### config.mk
export PLATFORM = sky130hd
export DESIGN_NAME = keypad_code_lock_controller_unit_flat
export DESIGN_NICKNAME = d
export VERILOG_FILES = /design/src/design/kclc_pkg.sv /design/src/design/kclc_if.sv /design/src/design/kclc_core.sv /design/src/design/keypad_code_lock_controller_unit.sv /design/src/flat_wrapper.sv
export SDC_FILE = /design/constraint.sdc
export NUM_CORES = 1
export LEC_CHECK = 0
export ABC_AREA = 1
export BUFFER_PORTS_ARGS = -buffer_cell sky130_fd_sc_hd__buf_2
export CORE_MARGIN = 4
export CORE_UTILIZATION = 25
export CTS_CLUSTER_DIAMETER = 200
export DETAILED_ROUTE_END_ITERATION = 10
export PLACE_DENSITY = 0.42
export SLEW_MARGIN = 10
export SYNTH_ARGS = -nofsm -noshare
export SYNTH_HDL_FRONTEND = slang
export SYNTH_HIERARCHICAL = 1
export SYNTH_SLANG_ARGS = --single-unit
### constraint.sdc
create_clock -name i_clk -period 7.7 [get_ports i_clk]
set_input_delay 1.54 -clock i_clk [delete_from_list [all_inputs] [get_ports i_clk]]
set_output_delay 1.54 -clock i_clk [all_outputs]
set_load 0.02 [all_outputs]
### src/design/kclc_pkg.sv
package kclc_pkg;

    typedef enum logic [2:0] {
        MODE_IDLE    = 3'd0,
        MODE_AWAIT   = 3'd1,
        MODE_OPEN    = 3'd2,
        MODE_NEW     = 3'd3,
        MODE_CONFIRM = 3'd4
    } t_mode;

    typedef enum logic [3:0] {
        EV_NONE     = 4'd0,
        EV_DETECT   = 4'd1,
        EV_OPENED   = 4'd2,
        EV_WRONG    = 4'd3,
        EV_CLOSED   = 4'd4,
        EV_CHANGED  = 4'd5,
        EV_MISMATCH = 4'd6,
        EV_LOST     = 4'd7,
        EV_DIGIT    = 4'd8
    } t_event;

    typedef enum logic [1:0] {
        REG_THRESHOLD = 2'd0,
        REG_TIMEOUT   = 2'd1,
        REG_AUTOCLOSE = 2'd2,
        REG_INTERVAL  = 2'd3
    } t_reg_index;

    localparam logic [3:0]  KEY_LAST_DIGIT = 4'd9;
    localparam logic [3:0]  KEY_A          = 4'd10;
    localparam logic [3:0]  KEY_B          = 4'd11;
    localparam logic [3:0]  KEY_C          = 4'd12;
    localparam logic [3:0]  KEY_D          = 4'd13;
    localparam logic [15:0] NO_ECHO        = 16'hFFFF;

    localparam logic [15:0] THRESHOLD_RESET = 16'd500;
    localparam logic [31:0] TIMEOUT_RESET   = 32'd10000;
    localparam logic [31:0] AUTOCLOSE_RESET = 32'd30000;
    localparam logic [15:0] INTERVAL_RESET  = 16'd100;

    typedef struct packed {
        logic        cmd;
        logic [31:0] now_ms;
        logic [15:0] distance_mm;
        logic [3:0]  key_code;
    } t_item;

    typedef struct packed {
        logic [15:0] presence_threshold_mm;
        logic [31:0] presence_timeout_ms;
        logic [31:0] close_after_ms;
        logic [15:0] sample_interval_ms;
    } t_cfg;

    typedef struct packed {
        logic        door_is_open;
        t_mode       mode_now;
        t_event      event_code;
        logic        key_beep;
        logic [2:0]  digits_shown;
    } t_result;

endpackage

### src/design/kclc_if.sv
interface kclc_in_if;
    logic        valid;
    logic        ready;
    logic        cmd;
    logic [31:0] now_ms;
    logic [15:0] distance_mm;
    logic [3:0]  key_code;

    modport source (output valid, cmd, now_ms, distance_mm, key_code, input ready);
    modport sink   (input valid, cmd, now_ms, distance_mm, key_code, output ready);
endinterface

interface kclc_out_if;
    logic       valid;
    logic       ready;
    logic       door_is_open;
    logic [2:0] mode_now;
    logic [3:0] event_code;
    logic       key_beep;
    logic [2:0] digits_shown;

    modport source (output valid, door_is_open, mode_now, event_code, key_beep, digits_shown,
                    input ready);
    modport sink   (input valid, door_is_open, mode_now, event_code, key_beep, digits_shown,
                    output ready);
endinterface

interface kclc_cfg_if;
    logic        valid;
    logic        ready;
    logic [1:0]  index;
    logic [31:0] data;

    modport source (output valid, index, data, input ready);
    modport sink   (input valid, index, data, output ready);
endinterface

### src/design/kclc_core.sv
module kclc_core #(
    parameter int CODE_DIGITS = 4
) (
    input  logic             i_clk,
    input  logic             i_rst_n,
    input  logic             i_fire,
    input  kclc_pkg::t_item  i_item,
    input  kclc_pkg::t_cfg   i_cfg,
    output kclc_pkg::t_result o_result
);
    localparam int DW = 4 * CODE_DIGITS;
    localparam int CW = $clog2(CODE_DIGITS + 1);
    localparam int SW = (CW > 3) ? CW : 3;
    localparam logic [CW-1:0] FULL = CW'(CODE_DIGITS);

    logic [DW-1:0] reset_code;

    kclc_pkg::t_mode r_mode, n_mode;
    logic            r_door, n_door;
    logic            r_presence, n_presence;
    logic [DW-1:0]   r_stored, n_stored;
    logic [DW-1:0]   r_entry, n_entry;
    logic [CW-1:0]   r_entry_cnt, n_entry_cnt;
    logic [DW-1:0]   r_new, n_new;
    logic [CW-1:0]   r_new_cnt, n_new_cnt;
    logic [31:0]     r_last_ms, n_last_ms;
    logic [31:0]     r_pres_ms, n_pres_ms;
    logic [31:0]     r_abs_ms, n_abs_ms;
    logic            r_armed, n_armed;

    // first digit most significant, digit i is (i mod 4) + 1
    for (genvar g = 0; g < CODE_DIGITS; g++) begin : g_reset_code
        assign reset_code[4*(CODE_DIGITS-1-g) +: 4] = 4'((g % 4) + 1);
    end

    // item decode
    logic        is_key, is_digit, taken, near;
    logic        detect, lost, pres_after, armed_after, auto_close;
    logic [31:0] since_last, since_pres, since_abs, abs_after;
    logic        k_await_digit, k_await_d, k_await_c, await_match;
    logic        k_open_c, k_open_a, k_new_digit, k_new_b;
    logic        k_conf_digit, k_conf_b, conf_match;

    always_comb begin
        is_key     = i_item.cmd;
        is_digit   = i_item.key_code <= kclc_pkg::KEY_LAST_DIGIT;
        since_last = i_item.now_ms - r_last_ms;
        since_pres = i_item.now_ms - r_pres_ms;
        taken      = !is_key && (since_last >= {16'd0, i_cfg.sample_interval_ms});
        near       = (i_item.distance_mm != kclc_pkg::NO_ECHO) &&
                     (i_item.distance_mm <= i_cfg.presence_threshold_mm);
        detect     = taken && near && !r_presence;
        lost       = taken && !near && r_presence && (since_pres > i_cfg.presence_timeout_ms);
        pres_after  = detect ? 1'b1 : (lost ? 1'b0 : r_presence);
        armed_after = detect ? 1'b0 : (lost ? 1'b1 : r_armed);
        abs_after   = lost ? i_item.now_ms : r_abs_ms;
        since_abs   = i_item.now_ms - abs_after;
        auto_close  = taken && !pres_after && r_door && armed_after &&
                      (since_abs >= i_cfg.close_after_ms);

        await_match   = (r_entry_cnt == FULL) && (r_entry == r_stored);
        conf_match    = (r_entry_cnt == FULL) && (r_new_cnt == FULL) && (r_entry == r_new);
        k_await_digit = is_key && (r_mode == kclc_pkg::MODE_AWAIT) && is_digit &&
                        (r_entry_cnt < FULL);
        k_await_d     = is_key && (r_mode == kclc_pkg::MODE_AWAIT) &&
                        (i_item.key_code == kclc_pkg::KEY_D);
        k_await_c     = is_key && (r_mode == kclc_pkg::MODE_AWAIT) &&
                        (i_item.key_code == kclc_pkg::KEY_C);
        k_open_c      = is_key && (r_mode == kclc_pkg::MODE_OPEN) &&
                        (i_item.key_code == kclc_pkg::KEY_C);
        k_open_a      = is_key && (r_mode == kclc_pkg::MODE_OPEN) &&
                        (i_item.key_code == kclc_pkg::KEY_A);
        k_new_digit   = is_key && (r_mode == kclc_pkg::MODE_NEW) && is_digit &&
                        (r_new_cnt < FULL);
        k_new_b       = is_key && (r_mode == kclc_pkg::MODE_NEW) &&
                        (i_item.key_code == kclc_pkg::KEY_B) && (r_new_cnt == FULL);
        k_conf_digit  = is_key && (r_mode == kclc_pkg::MODE_CONFIRM) && is_digit &&
                        (r_entry_cnt < FULL);
        k_conf_b      = is_key && (r_mode == kclc_pkg::MODE_CONFIRM) &&
                        (i_item.key_code == kclc_pkg::KEY_B);
    end

    // next state
    always_comb begin
        n_mode      = r_mode;
        n_door      = r_door;
        n_presence  = pres_after;
        n_stored    = r_stored;
        n_entry     = r_entry;
        n_entry_cnt = r_entry_cnt;
        n_new       = r_new;
        n_new_cnt   = r_new_cnt;
        n_last_ms   = taken ? i_item.now_ms : r_last_ms;
        n_pres_ms   = detect ? i_item.now_ms : r_pres_ms;
        n_abs_ms    = abs_after;
        n_armed     = armed_after;

        if (detect) begin
            n_mode = r_door ? kclc_pkg::MODE_OPEN : kclc_pkg::MODE_AWAIT;
        end
        if (lost) begin
            n_entry     = '0;
            n_entry_cnt = '0;
            n_new       = '0;
            n_new_cnt   = '0;
            n_mode      = kclc_pkg::MODE_IDLE;
        end
        if (auto_close) begin
            n_door  = 1'b0;
            n_mode  = kclc_pkg::MODE_IDLE;
            n_armed = 1'b0;
        end

        unique case (r_mode)
            kclc_pkg::MODE_AWAIT: begin
                if (k_await_digit) begin
                    n_entry     = DW'({r_entry, i_item.key_code});
                    n_entry_cnt = r_entry_cnt + 1'b1;
                end else if (k_await_d || k_await_c) begin
                    n_entry     = '0;
                    n_entry_cnt = '0;
                    if (k_await_c) begin
                        n_door = 1'b0;
                        n_mode = r_presence ? kclc_pkg::MODE_AWAIT : kclc_pkg::MODE_IDLE;
                    end else if (await_match) begin
                        n_door = 1'b1;
                        n_mode = kclc_pkg::MODE_OPEN;
                    end
                end
            end
            kclc_pkg::MODE_OPEN: begin
                if (k_open_c) begin
                    n_door = 1'b0;
                    n_mode = r_presence ? kclc_pkg::MODE_AWAIT : kclc_pkg::MODE_IDLE;
                end else if (k_open_a) begin
                    n_new     = '0;
                    n_new_cnt = '0;
                    n_mode    = kclc_pkg::MODE_NEW;
                end
            end
            kclc_pkg::MODE_NEW: begin
                if (k_new_digit) begin
                    n_new     = DW'({r_new, i_item.key_code});
                    n_new_cnt = r_new_cnt + 1'b1;
                end else if (k_new_b) begin
                    n_entry     = '0;
                    n_entry_cnt = '0;
                    n_mode      = kclc_pkg::MODE_CONFIRM;
                end
            end
            kclc_pkg::MODE_CONFIRM: begin
                if (k_conf_digit) begin
                    n_entry     = DW'({r_entry, i_item.key_code});
                    n_entry_cnt = r_entry_cnt + 1'b1;
                end else if (k_conf_b) begin
                    if (conf_match) begin
                        n_stored = r_entry;
                    end
                    n_entry     = '0;
                    n_entry_cnt = '0;
                    n_new       = '0;
                    n_new_cnt   = '0;
                    n_mode      = kclc_pkg::MODE_OPEN;
                end
            end
            default: begin
            end
        endcase
    end

    // result
    logic [CW-1:0] shown_raw;
    logic [SW-1:0] shown_ext;

    always_comb begin
        shown_raw = (n_mode == kclc_pkg::MODE_NEW) ? n_new_cnt : n_entry_cnt;
        shown_ext = SW'(shown_raw);

        o_result.door_is_open = n_door;
        o_result.mode_now     = n_mode;
        o_result.key_beep     = is_key && (i_item.key_code <= kclc_pkg::KEY_D);
        o_result.digits_shown = (shown_ext > SW'(7)) ? 3'd7 : shown_ext[2:0];

        if (auto_close || k_await_c || k_open_c) begin
            o_result.event_code = kclc_pkg::EV_CLOSED;
        end else if (lost) begin
            o_result.event_code = kclc_pkg::EV_LOST;
        end else if (detect) begin
            o_result.event_code = kclc_pkg::EV_DETECT;
        end else if (k_await_d) begin
            o_result.event_code = await_match ? kclc_pkg::EV_OPENED : kclc_pkg::EV_WRONG;
        end else if (k_conf_b) begin
            o_result.event_code = conf_match ? kclc_pkg::EV_CHANGED : kclc_pkg::EV_MISMATCH;
        end else if (k_await_digit || k_new_digit || k_conf_digit) begin
            o_result.event_code = kclc_pkg::EV_DIGIT;
        end else begin
            o_result.event_code = kclc_pkg::EV_NONE;
        end
    end

    always_ff @(posedge i_clk) begin
        if (!i_rst_n) begin
            r_mode      <= kclc_pkg::MODE_IDLE;
            r_door      <= 1'b0;
            r_presence  <= 1'b0;
            r_stored    <= reset_code;
            r_entry     <= '0;
            r_entry_cnt <= '0;
            r_new       <= '0;
            r_new_cnt   <= '0;
            r_last_ms   <= '0;
            r_pres_ms   <= '0;
            r_abs_ms    <= '0;
            r_armed     <= 1'b0;
        end else if (i_fire) begin
            r_mode      <= n_mode;
            r_door      <= n_door;
            r_presence  <= n_presence;
            r_stored    <= n_stored;
            r_entry     <= n_entry;
            r_entry_cnt <= n_entry_cnt;
            r_new       <= n_new;
            r_new_cnt   <= n_new_cnt;
            r_last_ms   <= n_last_ms;
            r_pres_ms   <= n_pres_ms;
            r_abs_ms    <= n_abs_ms;
            r_armed     <= n_armed;
        end
    end

endmodule

### src/design/keypad_code_lock_controller_unit.sv
// Channel  | Dir | Payload                                                | Handshake
// ---------+-----+--------------------------------------------------------+-------------
// i_in     | in  | cmd, now_ms, distance_mm, key_code                     | valid/ready
// o_out    | out | door_is_open, mode_now, event_code, key_beep,          | valid/ready
//          |     | digits_shown                                           |
// i_cfg    | in  | index (0 threshold, 1 timeout, 2 auto close, 3 interval), data | valid/ready
//
// One item per cycle sustained while o_out is not stalled; each item goes through the input register,
// then a single pass of compare/subtract logic against the lock state into the result register.
// Reset is synchronous: state, stored code and register defaults are restored.
// A stalled result holds the result register; the input register keeps taking items until
// both are full, then i_in.ready drops. Configuration writes are always ready.
module keypad_code_lock_controller_unit #(
    parameter int CODE_DIGITS = 4
) (
    input  logic              i_clk,
    input  logic              i_rst_n,
    kclc_in_if.sink           i_in,
    kclc_out_if.source        o_out,
    kclc_cfg_if.sink          i_cfg
);
    kclc_pkg::t_cfg    r_cfg;
    logic              r_in_valid;
    kclc_pkg::t_item   r_in;
    logic              r_out_valid;
    kclc_pkg::t_result r_out;
    kclc_pkg::t_result core_result;
    logic              advance;

    assign advance     = r_in_valid && (!r_out_valid || o_out.ready);
    assign i_in.ready  = !r_in_valid || advance;
    assign i_cfg.ready = 1'b1;

    always_ff @(posedge i_clk) begin
        if (!i_rst_n) begin
            r_cfg.presence_threshold_mm <= kclc_pkg::THRESHOLD_RESET;
            r_cfg.presence_timeout_ms   <= kclc_pkg::TIMEOUT_RESET;
            r_cfg.close_after_ms        <= kclc_pkg::AUTOCLOSE_RESET;
            r_cfg.sample_interval_ms    <= kclc_pkg::INTERVAL_RESET;
        end else if (i_cfg.valid) begin
            unique case (kclc_pkg::t_reg_index'(i_cfg.index))
                kclc_pkg::REG_THRESHOLD: r_cfg.presence_threshold_mm <= i_cfg.data[15:0];
                kclc_pkg::REG_TIMEOUT:   r_cfg.presence_timeout_ms   <= i_cfg.data;
                kclc_pkg::REG_AUTOCLOSE: r_cfg.close_after_ms        <= i_cfg.data;
                kclc_pkg::REG_INTERVAL:  r_cfg.sample_interval_ms    <= i_cfg.data[15:0];
                default: begin
                end
            endcase
        end
    end

    // input register
    always_ff @(posedge i_clk) begin
        if (!i_rst_n) begin
            r_in_valid <= 1'b0;
        end else if (i_in.ready) begin
            r_in_valid <= i_in.valid;
        end
    end

    always_ff @(posedge i_clk) begin
        if (i_in.ready && i_in.valid) begin
            r_in.cmd         <= i_in.cmd;
            r_in.now_ms      <= i_in.now_ms;
            r_in.distance_mm <= i_in.distance_mm;
            r_in.key_code    <= i_in.key_code;
        end
    end

    kclc_core #(
        .CODE_DIGITS (CODE_DIGITS)
    ) u_core (
        .i_clk    (i_clk),
        .i_rst_n  (i_rst_n),
        .i_fire   (advance),
        .i_item   (r_in),
        .i_cfg    (r_cfg),
        .o_result (core_result)
    );

    // result register
    always_ff @(posedge i_clk) begin
        if (!i_rst_n) begin
            r_out_valid <= 1'b0;
        end else if (advance) begin
            r_out_valid <= 1'b1;
        end else if (o_out.ready) begin
            r_out_valid <= 1'b0;
        end
    end

    always_ff @(posedge i_clk) begin
        if (advance) begin
            r_out <= core_result;
        end
    end

    assign o_out.valid        = r_out_valid;
    assign o_out.door_is_open = r_out.door_is_open;
    assign o_out.mode_now     = r_out.mode_now;
    assign o_out.event_code   = r_out.event_code;
    assign o_out.key_beep     = r_out.key_beep;
    assign o_out.digits_shown = r_out.digits_shown;

    a_await_locked: assert property (@(posedge i_clk) disable iff (!i_rst_n)
        r_out_valid && (r_out.mode_now == kclc_pkg::MODE_AWAIT) |-> !r_out.door_is_open)
        else $error("await mode with door open");

    a_change_needs_open: assert property (@(posedge i_clk) disable iff (!i_rst_n)
        r_out_valid && ((r_out.mode_now == kclc_pkg::MODE_NEW) ||
                        (r_out.mode_now == kclc_pkg::MODE_CONFIRM)) |-> r_out.door_is_open)
        else $error("code change with door locked");

    a_shown_bounded: assert property (@(posedge i_clk) disable iff (!i_rst_n)
        r_out_valid |-> (32'(r_out.digits_shown) <= CODE_DIGITS))
        else $error("digit count beyond code length");

    a_advance_fills: assert property (@(posedge i_clk) disable iff (!i_rst_n)
        advance |=> r_out_valid)
        else $error("processed item lost before result register");

endmodule

### src/flat_wrapper.sv
// flat-port wrapper written by rule: the top's interface ports become plain ports
module keypad_code_lock_controller_unit_flat 
#(
    parameter int CODE_DIGITS = 4
)
  (i_clk, i_rst_n, i_in_valid, i_in_cmd, i_in_now_ms, i_in_distance_mm, i_in_key_code, i_in_ready, o_out_valid, o_out_door_is_open, o_out_mode_now, o_out_event_code, o_out_key_beep, o_out_digits_shown, o_out_ready, i_cfg_valid, i_cfg_index, i_cfg_data, i_cfg_ready);
  kclc_in_if i_in_i ();
  kclc_out_if o_out_i ();
  kclc_cfg_if i_cfg_i ();
  input  logic i_clk;
  input  logic i_rst_n;
  input wire logic [$bits(i_in_i.valid)-1:0] i_in_valid;
  input wire logic [$bits(i_in_i.cmd)-1:0] i_in_cmd;
  input wire logic [$bits(i_in_i.now_ms)-1:0] i_in_now_ms;
  input wire logic [$bits(i_in_i.distance_mm)-1:0] i_in_distance_mm;
  input wire logic [$bits(i_in_i.key_code)-1:0] i_in_key_code;
  output wire logic [$bits(i_in_i.ready)-1:0] i_in_ready;
  output wire logic [$bits(o_out_i.valid)-1:0] o_out_valid;
  output wire logic [$bits(o_out_i.door_is_open)-1:0] o_out_door_is_open;
  output wire logic [$bits(o_out_i.mode_now)-1:0] o_out_mode_now;
  output wire logic [$bits(o_out_i.event_code)-1:0] o_out_event_code;
  output wire logic [$bits(o_out_i.key_beep)-1:0] o_out_key_beep;
  output wire logic [$bits(o_out_i.digits_shown)-1:0] o_out_digits_shown;
  input wire logic [$bits(o_out_i.ready)-1:0] o_out_ready;
  input wire logic [$bits(i_cfg_i.valid)-1:0] i_cfg_valid;
  input wire logic [$bits(i_cfg_i.index)-1:0] i_cfg_index;
  input wire logic [$bits(i_cfg_i.data)-1:0] i_cfg_data;
  output wire logic [$bits(i_cfg_i.ready)-1:0] i_cfg_ready;
  assign i_in_i.valid = i_in_valid;
  assign i_in_i.cmd = i_in_cmd;
  assign i_in_i.now_ms = i_in_now_ms;
  assign i_in_i.distance_mm = i_in_distance_mm;
  assign i_in_i.key_code = i_in_key_code;
  assign i_in_ready = i_in_i.ready;
  assign o_out_valid = o_out_i.valid;
  assign o_out_door_is_open = o_out_i.door_is_open;
  assign o_out_mode_now = o_out_i.mode_now;
  assign o_out_event_code = o_out_i.event_code;
  assign o_out_key_beep = o_out_i.key_beep;
  assign o_out_digits_shown = o_out_i.digits_shown;
  assign o_out_i.ready = o_out_ready;
  assign i_cfg_i.valid = i_cfg_valid;
  assign i_cfg_i.index = i_cfg_index;
  assign i_cfg_i.data = i_cfg_data;
  assign i_cfg_ready = i_cfg_i.ready;
  keypad_code_lock_controller_unit #(.CODE_DIGITS(CODE_DIGITS)) u_core (.i_clk(i_clk), .i_rst_n(i_rst_n), .i_in(i_in_i), .o_out(o_out_i), .i_cfg(i_cfg_i));
endmodule
* Word-level counts from Yosys, hierarchy flattened *
Cells that the tools add are included.

word-level totals
  register bits = 319
  bits in latches = 0
  bits in writable memories = 0
  ROM bits = 0
  output and inout port bits = 15
  word-level logic and storage cells = 188
  memories kept = 0

cells by class
  add/subtract/negate cells = 5
  $mul = 0
  div/mod/pow operators = 0
  $lt $le $gt $ge = 9
  equality and inequality tests = 17
  shift operators = 0
  mux-type cells = 69
  bitwise operators = 1
  reductions and logical operators = 58

operators by type and width
  kind                    count
  $mux W16                13
  $pmux W16 S3            2
  $sub A32 B32 Y32        3
  $mux W3                 28
  $logic_and A1 B1 Y1     34
  $eq A16 B16 Y1          2
  $ge A32 B16 Y1          1
  $ge A32 B32 Y1          1
  $gt A32 B32 Y1          1
  $mux W32                1
  $pmux W3 S3             2
  $eq A4 B4 Y1 const B    4
  $le A16 B16 Y1          1
  $ne A16 B16 Y1 const B  1
  $mux W1                 15
  $mux W4                 3
  $pmux W3 S4             1
  $reduce_and A2 Y1       6
  $eq A3 B2 Y1 const B    3
  $eq A3 B3 Y1 const B    3
  $le A4 B4 Y1 const B    2
  $logic_or A1 B1 Y1      7
  $add A3 B1 Y3 const B   2
  $logic_not A1 Y1        6
  other kinds (13)        17

* Logic depth before layout (Yosys ltp) *
Gate-level depths: netlist of the first run.

  depth after elaboration = 22
  gate-level depth with buffers = 68

* Hierarchy *
The synthesis of the first run kept the hierarchy.

modules (own cells, without submodules)
  module                            instances  cells each  area an instance (um^2)
  kclc_core                         1          2,535       15,972.8
  keypad_code_lock_controller_unit  1          657         5,910.7

* Worst setup path after synthesis of the first run *
Ideal clock, no wire load.

  kind = reg2reg
  from = register u_core/r_in[20] in the netlist's numbering
  to = register u_core.r_out, in the netlist u_core/o_out.digits_shown[0], data pin
  arrival = 8,134 ps
  slack = -696 ps
  stages on the path, launching flop included = 63
  path buffers = 2
  period minus slack after synthesis = 8,396 ps
  cells stage by stage = edfxtp_1 -> inv_1 -> ha_1 -> inv_1 -> fa_1 -> nand3_1 -> nand3_2 -> nand2_1 -> o211ai_1 -> a21boi_1 -> o21ai_0 -> a21boi_0 -> o21ai_2 -> a21oi_1 -> inv_1 -> nand2_1 -> nand3_1 -> a21boi_1 -> [27 not listed] -> xor2_1 -> ha_1 -> nand2_1 -> inv_1 -> nand3_1 -> nor3_1 -> and3_1 -> nand4_1 -> nand3_1 -> nand2_1 -> inv_1 -> nand3_2 -> nor2_4 -> o21ai_1 -> o21ai_2 -> nand3_4 -> nand2_1 -> o21ai_1

RTL lines
  element                           RTL line                                RTL
  start: declaration                keypad_code_lock_controller_unit.sv:24  kclc_pkg::t_item r_in;
  $sub A32 B32 Y32                  kclc_core.sv:47                         since_last = i_item.now_ms - r_last_ms;
  $ge A32 B16 Y1                    kclc_core.sv:49                         taken = !is_key && (since_last >= {16'd0, i_cfg.sample_interval_ms});
  $logic_and A1 B1 Y1               kclc_core.sv:49
  $logic_and A1 B1 Y1 (3 in a row)  kclc_core.sv:53                         lost = taken && !near && r_presence && (since_pres > i_cfg.presence_timeout_ms);
  $mux W32 *                        kclc_core.sv:56                         abs_after = lost ? i_item.now_ms : r_abs_ms;
  via u_core.u_core.abs_after[0]    kclc_core.sv:39                         logic [31:0] since_last, since_pres, since_abs, abs_after;
  $sub A32 B32 Y32 *                kclc_core.sv:57                         since_abs = i_item.now_ms - abs_after;
  $ge A32 B32 Y1 *                  kclc_core.sv:59                         (since_abs >= i_cfg.close_after_ms);
  [2 not listed]                    --
  $mux W3                           kclc_core.sv:125                        end else if (await_match) begin
  $mux W3                           kclc_core.sv:122                        if (k_await_c) begin
  $mux W3                           kclc_core.sv:119                        end else if (k_await_d || k_await_c) begin
  $mux W3                           kclc_core.sv:116                        if (k_await_digit) begin
  $pmux W3 S4 *                     kclc_core.sv:114                        unique case (r_mode)
  $eq A3 B2 Y1 *                    kclc_core.sv:176                        shown_raw = (n_mode == kclc_pkg::MODE_NEW) ? n_new_cnt : n_entry_cnt;
  $mux W3 *                         kclc_core.sv:176
  $gt A3 B3 Y1                      kclc_core.sv:182                        o_result.digits_shown = (shown_ext > SW'(7)) ? 3'd7 : shown_ext[2:0];
  end signal: assignment            keypad_code_lock_controller_unit.sv:94  r_out <= core_result;
  end: declaration                  keypad_code_lock_controller_unit.sv:26  kclc_pkg::t_result r_out;

Mark *: on every way through the listed nets, which the timed path passes. The rest lies on a longest branch.
A chain may end at the register's enable or synchronous reset.

==> run summary, run 1 <==
The internal reg-to-reg setup slack came out at -0.85 ns. The total routed wirelength is 77.4 mm. The class of the tightest hold or removal check is reg -> reg.

By area the synthesized netlist is led by sky130_fd_sc_hd__dfxtp_1 23%, sky130_fd_sc_hd__nand2_1 13%, sky130_fd_sc_hd__ha_1 11%, sky130_fd_sc_hd__inv_1 9.6%, sky130_fd_sc_hd__edfxtp_1 8.9%. At the end of the flow, the number of nets in the layout was 3914. The HPWL reported at the end of detailed placement came out at 60.2 mm. For hold timing, the worst endpoint is u_core/u_core/r_last_ms[4].

The checks that failed: setup timing. Along the worst path, the maximum fanout reaches 5. The data required time of the worst path came out at 8.05 ns. The initial antenna violation count came out at 4. The final-report setup violation count is 15. In this run the most critical hold path is launched from u_core/u_core/r_last_ms[4].

The post-synthesis share of cell area spent on full adders, half adders and majority gates came out at 0.113. The area of the mapped netlist is 21900 um^2. The share of the clock period used by the worst path came out at 1.11. The first TritonRoute pass finished after 5 iterations. The number of port buffers is 105. The post-detailed-route via-to-cell ratio is 4.39. The post-synthesis compound-gate area fraction came out at 0.148.

The synthesized netlist cell count came out at 3192. After clock tree synthesis, the clock-pin slew on the worst setup and hold paths is 0.06 ns. In the routed design, unresolved DRC markers number 0.

The cell sitting at the root of the clock tree is a sky130_fd_sc_hd__clkbuf_16. The Yosys step of the flow raised 6 warnings. The cell area after layout is 28300 um^2. The cell depth of the worst min-delay path came out at 2.

The slowest cell on the critical path is sky130_fd_sc_hd__edfxtp_1. The layout cell share with drive strength beyond 1 is 0.196. The leftover overflow at the end of global routing came out at 0. The die span in y came out at 304 um. For this run, the leading register cell type out of synthesis is sky130_fd_sc_hd__dfxtp_1. The weighted congestion reported at the end of routability-driven placement came out at 0.872. The max-slew violation count is 0. The number of distinct standard cells referenced by the synthesized netlist came out at 62.

The core outline area is 86800 um^2. The total nets after synthesis came out at 3480. The starting DRC count in detailed routing came out at 1154. The flip-flop and latch area came out at 7040 um^2. The total number of vias is 21159.

The clock latency reported for the late side of the worst-skew pair is 0.59 ns. The count of nets left with antenna violations once routing finished came out at 0. The flow ran to the end, but the final reports show violations. The critical path arrival is 8.90 ns.

The first-pass GRT wire length is 120 mm. The average size of a mapped cell came out at 6.86 um^2. Setup repair after global routing could not meet its margin everywhere. In the global route stage, overall resource usage came out at 0.164.

From synthesis to final layout, the design area changed by 29.5%. For the pin with the worst max-slew slack, the measured transition is 1.22 ns. The placement row count is 108. The power density relative to cell area came out at 195 nW/um^2. In this run the count of I/O pins placed on the die edge is 107. The total CTS buffers is 43. The setup slack after layout is -0.852 ns. Measured against the total synthesized area, the mux share comes to 0.0119. The CTS tree is yes. The largest net degree at the start of global routing is 77. Among the stages of the critical path, the cell type that occurs most often is sky130_fd_sc_hd__nand2_1. The share of synthesized area in the top cell type comes to 0.232. The cell with the most instances after synthesis is sky130_fd_sc_hd__nand2_1. After clock tree synthesis, the flow added hold-fix buffers numbering 0. The synthesized-area fraction occupied by xor and xnor cells came out at 0.0340. The worst supply voltage drop on vdd is 0.164 mV. The largest clock skew in the final design came out at 0.0245 ns. Ranked by instance count, the synthesized netlist is headed by 735 x sky130_fd_sc_hd__nand2_1, 559 x sky130_fd_sc_hd__inv_1, 297 x sky130_fd_sc_hd__nor2_1. The path depth of the worst reg2reg path is 65.

After detailed routing, the average wire length per cell comes to 16.1 um. The highest attainable clock frequency is 0.117 GHz. The maximum clock path buffer count came out at 3.

The element type at the critical path end is a flip-flop. The final critical path time including I/O delays and setup is 8.55 ns. The hold violation total from the final report came to 0. Summed over all instances, the cell type with the most area after synthesis is sky130_fd_sc_hd__dfxtp_1. The simple-gate share of the synthesized area is 0.252.

The die extent in x came out at 304 um. The total of flip-flops plus latches after synthesis came out at 319. The fill cell total of the finished layout is 9579.

The instance area after placement came out at 26200 um^2. The die footprint came out at 92300 um^2. The sequential cell area fraction in the yosys report came out at 0.322. The area of the multi-input gates came out at 12800 um^2. The leakage power summed over all cells came out at 13.7 nW. Across the run, the number of max-cap violations was 0. After synthesis, the largest family of logic cells by area is simple AND/OR/NAND/NOR gates. The proportion of register bits with asynchronous set or reset after synthesis is 0. The maximum single-stage delay on the critical path is 0.41 ns. The critical register-to-register path endpoint is u_core/o_out.digits_shown[1]. The via count of the first global-routing pass is 20569. The worst setup path is launched from a flip-flop. The worst register-to-register path begins at u_core/r_in[20]. Headroom to the max-slew limit came out at 0.184. The worst slack at placement came out at -1.41 ns. The tree built by TritonCTS fans out to 319 sinks. Counting flops with a built-in enable in the synthesized netlist gives 65. The starting utilization of the core area came out at 0.252. The CTS H-tree depth is 2.

The setup path with the least slack is of type reg -> reg.
-- worst max-delay path by stage --
stage	to	from	slack [ns]
2_1_floorplan	u_core/o_out.digits_shown[2]	u_core/r_in[20]	-0.36
3_3_place_gp	u_core/o_out.digits_shown[1]	u_core/r_in[21]	-1.31
3_5_place_dp	u_core/o_out.digits_shown[1]	u_core/r_in[20]	-1.41
4_1_cts	u_core/o_out.digits_shown[1]	u_core/r_in[20]	-0.81
5_1_grt	u_core/o_out.digits_shown[0]	u_core/r_in[20]	-1.50
6_report	u_core/o_out.digits_shown[1]	u_core/r_in[20]	-0.85
-- per-layer routing --
metal,vias to the layer above,global-route usage,wire (um)
met1,9592,0.231,38600
li1,11172,-,-
met5,-,0,0
met3,77,0.0201,2710
met2,318,0.266,34400
met4,0,0.0391,1660
-- power breakdown --
group,internal [mW],total [mW],switching [mW]
registers,1.79,1.84,0.0480
logic,0.692,1.60,0.906
clock network,1.24,2.09,0.845
-- critical path: cells and delay by family (launching register included) --
| family | cells | cell delay [ns] |
|---|---|---|
| AND/OR/NAND/NOR | 32 | 2.99 |
| XOR/XNOR | 2 | 0.22 |
| adder cells (fa/ha/maj) | 6 | 1.62 |
| AO/OA/AOI/OAI | 15 | 2.14 |
| flip-flops | 1 | 0.41 |
| buffers and inverters | 10 | 0.91 |
-- cell type report --
cell class	instances	area share
sequential	319	0.248
tap	1155	0.0510
multi-input combinational	2204	0.453
inverter	570	0.0756
antenna	1	0.0000883
timing repair buffer	488	0.121
clock inverter	22	0.00984
clock buffer	57	0.0413
-- logic make-up (layout without fill, tap and decap cells) --
logic type,Yosys count,after routing
AOI/OAI and AO/OA,579,579
xor gates and xnor gates,85,85
adders and majority gates,196,196
buffers and inverters,670,1137
DFF,319,319
muxes,26,26
other,1,2
and+or+nand+nor,1316,1317
-- flip-flops by register name, indices dropped and copies added, names as in the netlist, 4 cells and up --
| signal | cells |
|---|---|
| u_core/u_core/r_stored | 16 |
| u_core/u_core/r_abs_ms | 32 |
| u_core/r_cfg | 96 |
| u_core/u_core/r_last_ms | 32 |
| u_core/r_in | 53 |
| u_core/u_core/r_new | 16 |
| u_core/u_core/r_entry | 16 |
| u_core/o_out.event_code | 4 |
| u_core/u_core/r_pres_ms | 32 |
-- repair_timing --
item,4_1_cts,5_1_grt
buffers inserted,10,15
pin swaps,33,39
endpoints found under the setup margin,15,15
cloned,1,0
gates resized for setup,51,64
-- layout by cell type (no fill, tap or decap), types with 35 or more instances in the layout --
cell / Yosys / layout
sky130_fd_sc_hd__nor2_1: 297 / 294
sky130_fd_sc_hd__buf_4: 9 / 376
sky130_fd_sc_hd__o21ai_0: 173 / 159
sky130_fd_sc_hd__edfxtp_1: 65 / 65
sky130_fd_sc_hd__o211ai_1: 47 / 47
sky130_fd_sc_hd__dfxtp_1: 254 / 254
sky130_fd_sc_hd__clkbuf_16: 0 / 44
sky130_fd_sc_hd__nand3_1: 142 / 130
sky130_fd_sc_hd__nand4_1: 35 / 35
sky130_fd_sc_hd__a21oi_1: 256 / 238
sky130_fd_sc_hd__nor3_1: 39 / 37
sky130_fd_sc_hd__ha_1: 193 / 183
sky130_fd_sc_hd__buf_2: 23 / 104
sky130_fd_sc_hd__xor2_1: 64 / 62
sky130_fd_sc_hd__nand2_1: 735 / 710
sky130_fd_sc_hd__inv_1: 559 / 552
sky130_fd_sc_hd__nand2_2: 13 / 35
-- stage by stage --
stage / total power [mW] / utilization / hold slack, ns / TNS, ns / instances
after global placement: 3.38 / 0.302 / 0.440 / -17.15 / 4710
after floorplan: 2.73 / - / 0.429 / -2.64 / 3192
final: 5.52 / 0.327 / 0.456 / -11.04 / 4816
after global routing: 5.88 / 0.327 / 0.473 / -20.49 / 4815
after CTS: 5.57 / 0.322 / 0.460 / -10.34 / 4800
after detailed placement: 3.38 / 0.302 / 0.448 / -18.72 / 4710
Power figures use the tool's default switching activity.
==> inputs of run 2 (changes only) <==
--- a/config.mk
+++ b/config.mk
@@ -7,7 +7,7 @@
 export LEC_CHECK = 0
 export ABC_AREA = 1
 export BUFFER_PORTS_ARGS = -buffer_cell sky130_fd_sc_hd__buf_2
-export CORE_MARGIN = 4
+export CORE_MARGIN = 2
 export CORE_UTILIZATION = 25
 export CTS_CLUSTER_DIAMETER = 200
 export DETAILED_ROUTE_END_ITERATION = 10
==> run summary, run 2 (synthesis gave the netlist of run 1 again) <==
Leaving out fill and tap cells, the most frequent cells in the layout are 712 x sky130_fd_sc_hd__nand2_1, 551 x sky130_fd_sc_hd__inv_1, 366 x sky130_fd_sc_hd__buf_4, 294 x sky130_fd_sc_hd__nor2_1, 254 x sky130_fd_sc_hd__dfxtp_1. The first-pass GRT wire length is 119 mm. The slowest cell on the critical path is sky130_fd_sc_hd__edfxtp_1. Summed over all layers, the routed wires come to 76.8 mm. For the worst setup path, the data required time is 8.04 ns. The setup slack after layout came out at -0.929 ns. The number of hold buffers added after cts is 0. The post-detailed-route via-to-cell ratio came out at 4.40.

Relative to the synthesized area, the layout overhead comes to 28.5%. The leakage power summed over all cells is 13.6 nW. Setup repair after global routing could not meet its margin everywhere.

The slew at the pin with the worst max-slew slack came out at 1.11 ns. The total number of clock tree sinks came out at 319. The die footprint is 89900 um^2. The floorplan step defined a core boundary enclosing 86800 um^2. Once placement finished, the instance area stood at 26100 um^2.

During I/O placement, the number of pins put on the boundary was 107. The number of buffers and inverters on the critical path is 11. STA classifies the critical path endpoint as a flip-flop.

At the worst endpoint, the arrival time is 8.97 ns. The die span in y is 300 um. The total CTS buffers is 43. Measured along the x axis, the die boundary spans 300 um. Ranked by flip-flop count, first place goes to u_core/r_cfg.

The relative max-transition margin came out at 0.254. The root buffer cell chosen for the clock tree is sky130_fd_sc_hd__clkbuf_16. The largest clock skew in the final design came out at 0.0230 ns. The cell family contributing the most delay on the critical path is simple AND/OR/NAND/NOR gates.

The register with the most flip-flops in the layout has 96 of them. The share of the clock period used by the worst path came out at 1.12. The min-delay analysis places its worst path in the category reg -> reg. The critical path startpoint category is a flip-flop.

The post-route worst hold slack came out at 0.456 ns. The weighted congestion reported at the end of routability-driven placement is 0.865. After detailed routing, the number of remaining DRC violations is 0. Counting the fill cells in the layout gives 9579. Max-cap violations in this run came to 0. The layout net count is 3905. The max-slew violation count was 0. The starting utilization of the core area is 0.252. The power density relative to cell area is 193 nW/um^2. The number of port buffers came out at 105.

The checks that failed: setup timing. The total number of vias came out at 21127. Setup violations remaining at the end of the flow were counted as 15. The total track usage is 0.169. The maximum clock path buffer count is 3. The hold violation total from the final report came out at 0. The count of placed standard cells in the final layout, fillers left out is 4805. After detailed routing, the average wire length per cell comes to 16.0 um. The worst setup path is of the reg -> reg kind. The smallest clock period supported by the final layout is computed as 8.63 ns. The largest registers in the layout are u_core/r_cfg: 96 flops, u_core/r_in: 53 flops. The leftover overflow at the end of global routing came out at 0. The setup TNS after final layout came out at -12.41 ns. By instance count, the cell type seen most on the critical path is sky130_fd_sc_hd__nand2_1. The share of the core filled with cells came out at 0.324. The internal reg-to-reg setup slack is -0.93 ns. Static timing analysis puts the maximum clock frequency at 0.116 GHz. The floorplan has 108 rows.

The most common library cell in the layout ignoring fill and taps is sky130_fd_sc_hd__nand2_1. The flow ran to the end, but the final reports show violations. The maximum fanout along the worst path came out at 7. The CTS tree is yes.

The clock-pin transition on the worst setup and hold timing paths is 0.06 ns. The count of nets left with antenna violations once routing finished came out at 0. The final total power is 5.42 mW. The antenna cell count came out at 0. The HPWL reported at the end of detailed placement came out at 59.9 mm. In the final layout, the share of cells above drive strength 1 is 0.188. The instance count after placement with tap cells included came out at 4700. Entering global routing, the biggest net connects 72 pins. The maximum single-stage delay on the critical path came out at 0.40 ns.

CTS built an H-tree with a depth of 2. The via count of the first global-routing pass came out at 20367. The finished cells cover 28100 um^2.

The first detailed-routing pass ran for 7 iterations. The worst slack at placement came out at -1.32 ns. For this block, the initial DRC count from the detailed router was 1360. The later pin in the worst-skew pair is clocked with a latency of 0.59 ns. The initial antenna violation count came to 5. The worst-case IR drop observed on VDD is 0.168 mV.
## run 2: cell type report
cell class | instances | area, um^2 | area share
clock inverter | 16 | 148 | 0.00525
tap | 1155 | 1450 | 0.0514
sequential | 319 | 7040 | 0.250
clock buffer | 62 | 1270 | 0.0451
timing repair buffer | 480 | 3410 | 0.121
inverter | 570 | 2140 | 0.0762
multi-input combinational | 2203 | 12700 | 0.451
## run 2: report_power, final
part           total [mW]  switching (mW)  internal [mW]
Combinational        1.55           0.884          0.665
Sequential           1.84          0.0501           1.79
Clock                2.03           0.847           1.19
## run 2: timing repair
action,CTS,global route
endpoints found under the setup margin,15,15
pin swaps,27,25
resized for setup,34,51
setup buffers,16,12
## run 2: path summary, 6_finish.rpt
check                           cells after the start        startpoint                        end
worst max-delay path                               64   u_core/r_in[20]  u_core/o_out.door_is_open
worst min-delay path                                2  u_core/r_cfg[87]           u_core/r_cfg[87]
worst max register to register                     64   u_core/r_in[20]  u_core/o_out.door_is_open
worst min register to register                      2  u_core/r_cfg[87]           u_core/r_cfg[87]
## run 2: worst register-to-register path, delay by kind of cell, from the launching register on
kind,cells,cell delay (ns)
fa+ha+maj,5,1.43
xor+xnor,1,0.06
buf+inv,11,0.99
flops,1,0.40
compound gates,13,2.04
mux,1,0.24
simple gates,33,3.22
## run 2: layer usage
layer	global-route usage	share of wire	wire length (um)	vias to the layer above
met5	0	0.00017	13	-
met1	0.240	0.49	37600	9520
met4	0.0369	0.018	1370	2
met2	0.273	0.45	34500	364
li1	-	-	-	11158
met3	0.0207	0.044	3370	83
==> inputs of run 3 (changes only) <==
--- a/config.mk
+++ b/config.mk
@@ -5,13 +5,13 @@
 export SDC_FILE = /design/constraint.sdc
 export NUM_CORES = 1
 export LEC_CHECK = 0
-export ABC_AREA = 1
 export BUFFER_PORTS_ARGS = -buffer_cell sky130_fd_sc_hd__buf_2
 export CORE_MARGIN = 2
 export CORE_UTILIZATION = 25
 export CTS_CLUSTER_DIAMETER = 200
 export DETAILED_ROUTE_END_ITERATION = 10
 export PLACE_DENSITY = 0.42
+export SKIP_LAST_GASP = 1
 export SLEW_MARGIN = 10
 export SYNTH_ARGS = -nofsm -noshare
 export SYNTH_HDL_FRONTEND = slang
==> run summary, run 3 <==
The number of distinct standard cells referenced by the synthesized netlist is 90. The number of synthesis warnings is 6. The post-route worst hold slack is 0.457 ns.

The number of flops mapped to enable cells by yosys came out at 65. The layout cell share with drive strength beyond 1 came out at 0.256. The leftover overflow at the end of global routing is 0. Clock tree synthesis found a total of 319 sinks.

The largest net degree at the start of global routing came out at 185. The hold violation total from the final report is 0. By instance count, the leading cell after synthesis is sky130_fd_sc_hd__nand2_1. After clock tree synthesis, the clock-pin slew on the worst setup and hold paths is 0.06 ns.

The clock latency reported for the late side of the worst-skew pair is 0.58 ns. The share of synthesized area spent on multiplexers came out at 0.0889. Ranked by total cell area, the synthesized netlist is headed by sky130_fd_sc_hd__dfxtp_1 25%, sky130_fd_sc_hd__ha_1 12%, sky130_fd_sc_hd__edfxtp_1 9.4%, sky130_fd_sc_hd__mux2i_1 8.8%, sky130_fd_sc_hd__nand2_1 5.4%. The flow ran to the end, but the final reports show violations. The worst setup path is captured at a flip-flop. Data on the critical path is required at its endpoint by 8.17 ns. The number of port buffers came out at 105.

The count of placed standard cells in the final layout, fillers left out came out at 3971. The die extent in x is 292 um. The share of the synthesized area in the top cell type is 0.246. The total CTS buffers came out at 42. The max-slew violation count came to 0. Of the total synthesized cell area, the portion taken by full adders, half adders and majority gates is 0.120. In the post-route analysis, the smallest setup slack over all paths is -3.21 ns. The number of flip-flops in the largest register is 96. The leakage power summed over all cells is 12.2 nW.

The largest single stage delay on the critical path is 0.47 ns. When the netlist entered floorplanning its net count stood at 2653. In this run the vertical extent of the chip is 292 um.

The area of the mapped netlist is 20700 um^2. The relative max-transition margin came out at 0.273. The worst supply voltage drop on vdd is 0.137 mV. Dividing the detail-routed wire length by the instance count gives 17.1 um. In the final layout, the registers with the most flip-flops are u_core/r_cfg: 96 flops, u_core/r_in: 53 flops.

The area overhead of the layout relative to synthesis is 33.5%. The cell area after layout is 27600 um^2. The first-pass detailed-route iteration total is 5.

In the finished design, the share of the clock period the worst path needs comes to 1.42. The final critical path time including I/O delays and setup is 10.91 ns. sky130_fd_sc_hd__dfxtp_1 takes more of the synthesized area than any other cell. No sink is reached through more buffers than the 3 on the longest clock path. The proportion of register bits with asynchronous set or reset after synthesis is 0.

The post-synthesis compound-gate area fraction is 0.177. For the final database, setup skew stands at 0.0207 ns. Once placement finished, the instance area stood at 25200 um^2. The CTS H-tree depth came out at 2. The number of antenna diodes in the final layout is 0. Leaving out fill and tap cells, the most frequent cells in the layout are 458 x sky130_fd_sc_hd__buf_4, 296 x sky130_fd_sc_hd__nand2_1, 254 x sky130_fd_sc_hd__dfxtp_1, 193 x sky130_fd_sc_hd__inv_1, 188 x sky130_fd_sc_hd__ha_1. The tree is rooted in a sky130_fd_sc_hd__clkbuf_16. The via count of the first global-routing pass is 18891. The predominant post-synthesis flop cell is sky130_fd_sc_hd__dfxtp_1. By area, the combinational part of the netlist is dominated by compound AO/OA/AOI/OAI gates. The post-route antenna net violation count came out at 0. Max-cap violations in this run came to 0. STA classifies the critical path startpoint as a flip-flop.

The final layout contains routed wiring with a total length of 68.0 mm. The critical path is of the reg -> reg type. The worst slack at placement is -3.50 ns.

The register with the most flip-flops in the final layout is u_core/r_cfg. The final total power came out at 5.21 mW. The die covers 85000 um^2.

The core outline area came out at 82000 um^2. The library cell used most frequently in the layout, excluding fill and tap cells, is sky130_fd_sc_hd__buf_4. Each instance of the synthesized netlist takes up on average 8.74 um^2.

The weighted congestion reported at the end of routability-driven placement came out at 0.864. The first-pass GRT wire length is 107 mm. The simple-gate share of the synthesized area came out at 0.167. The starting utilization of the core area came out at 0.252. The instance count after placement with tap cells included came out at 3826. The layout net count is 3155.

The synthesized netlist cell count came out at 2365. The total of flip-flops plus latches after synthesis is 319. The post-detailed-route via-to-cell ratio came out at 4.65.

The total number of vias came out at 18481. The power density relative to cell area is 189 nW/um^2. The slew at the pin with the worst max-slew slack came out at 1.09 ns. The CTS tree is yes. In this run the count of I/O pins placed on the die edge is 107.

Setup repair after global routing could not meet its margin everywhere. The maximum fanout along the worst path came out at 6. In this run the worst hold path is classified as reg -> reg. The highest attainable clock frequency came out at 0.0917 GHz. The checks that failed: setup timing. The critical path arrival is 11.38 ns.

The synthesized-area fraction occupied by xor and xnor cells came out at 0.0449. Setup violations remaining at the end of the flow were counted as 16. The cell with the most instances on the worst path is sky130_fd_sc_hd__buf_4.

The commonest cells after synthesis are 299 x sky130_fd_sc_hd__nand2_1, 254 x sky130_fd_sc_hd__dfxtp_1, 197 x sky130_fd_sc_hd__inv_1. The placement row count came out at 105. The total track usage came out at 0.159. The sequential cell area fraction in the yosys report is 0.340. The initial antenna violation count is 1. The starting DRC count in detailed routing is 1115. In the routed design, unresolved DRC markers number 0.

The slowest stage of the critical path belongs to the cell sky130_fd_sc_hd__edfxtp_1. After legalization and detailed placement, the total HPWL measured 51.4 mm.
## run 3: cell count changes after synthesis, sizes merged, moves of 120 or more
cell   before  now
inv       567  197
a21oi     258  125
mux2i      26  181
nand2     749  299
nor2      310  102
nor2b       0  120
## run 3: worst paths after layout
check                                startpoint                         to  slack [ns]  cells past startpoint
worst max-delay path            u_core/r_in[21]  u_core/u_core/r_abs_ms[0]       -3.21                     72
worst min-delay path            u_core/r_cfg[4]            u_core/r_cfg[4]        0.46                      2
worst max register to register  u_core/r_in[21]  u_core/u_core/r_abs_ms[0]       -3.21                     72
worst min register to register  u_core/r_cfg[4]            u_core/r_cfg[4]        0.46                      2
## run 3: cell families after synthesis
kind of cell    count (synthesis)
mux                           183
fa+ha+maj                     196
compound gates                534
buf+inv                       314
flops                         319
xor+xnor                      106
other cells                     1
simple gates                  712
## run 3: per-stage QoR
stage	util	setup TNS, ns
3_5_place_dp	0.307	-47.10
5_1_grt	0.337	-51.71
6_report	0.337	-41.63
2_1_floorplan	-	-28.39
4_1_cts	0.334	-40.89
3_3_place_gp	0.307	-43.79
## run 3: layout make-up
cell class	instances	area [um^2]
clock buffers	59	1240
clock inverters	19	218
fillers	8540	54400
inverters	197	739
multi-input cells	1732	12900
flip-flops and latches	319	7040
well taps	1070	1340
repair buffers	575	4150
## run 3: power by group
part           internal [mW]  leakage (nW)  switching, mW
clock                   1.26         0.710          0.828
sequential              1.77          2.69         0.0467
combinational          0.638          8.84          0.662
## run 3: worst max-delay path: cells and delay by family (launching register included)
kind / cells / cell delay [ns]
buf+inv: 48 / 5.95
simple gates: 9 / 1.27
flops: 1 / 0.47
compound gates: 12 / 2.39
xor+xnor: 1 / 0.09
fa+ha+maj: 2 / 0.60
## run 3: routing by layer
layer | vias to the layer above | track usage | part of all wire
met5 | - | 0 | 0
met1 | 8772 | 0.211 | 0.47
met4 | 0 | 0.0483 | 0.029
li1 | 9333 | - | -
met3 | 85 | 0.0188 | 0.029
met2 | 291 | 0.270 | 0.47
## run 3: what timing repair did
action,CTS,global route
setup endpoints to repair,15,16
resized for setup,60,37
gates cloned,0,0
hold buffers,0,0
setup buffers,68,5
pin swaps,40,33
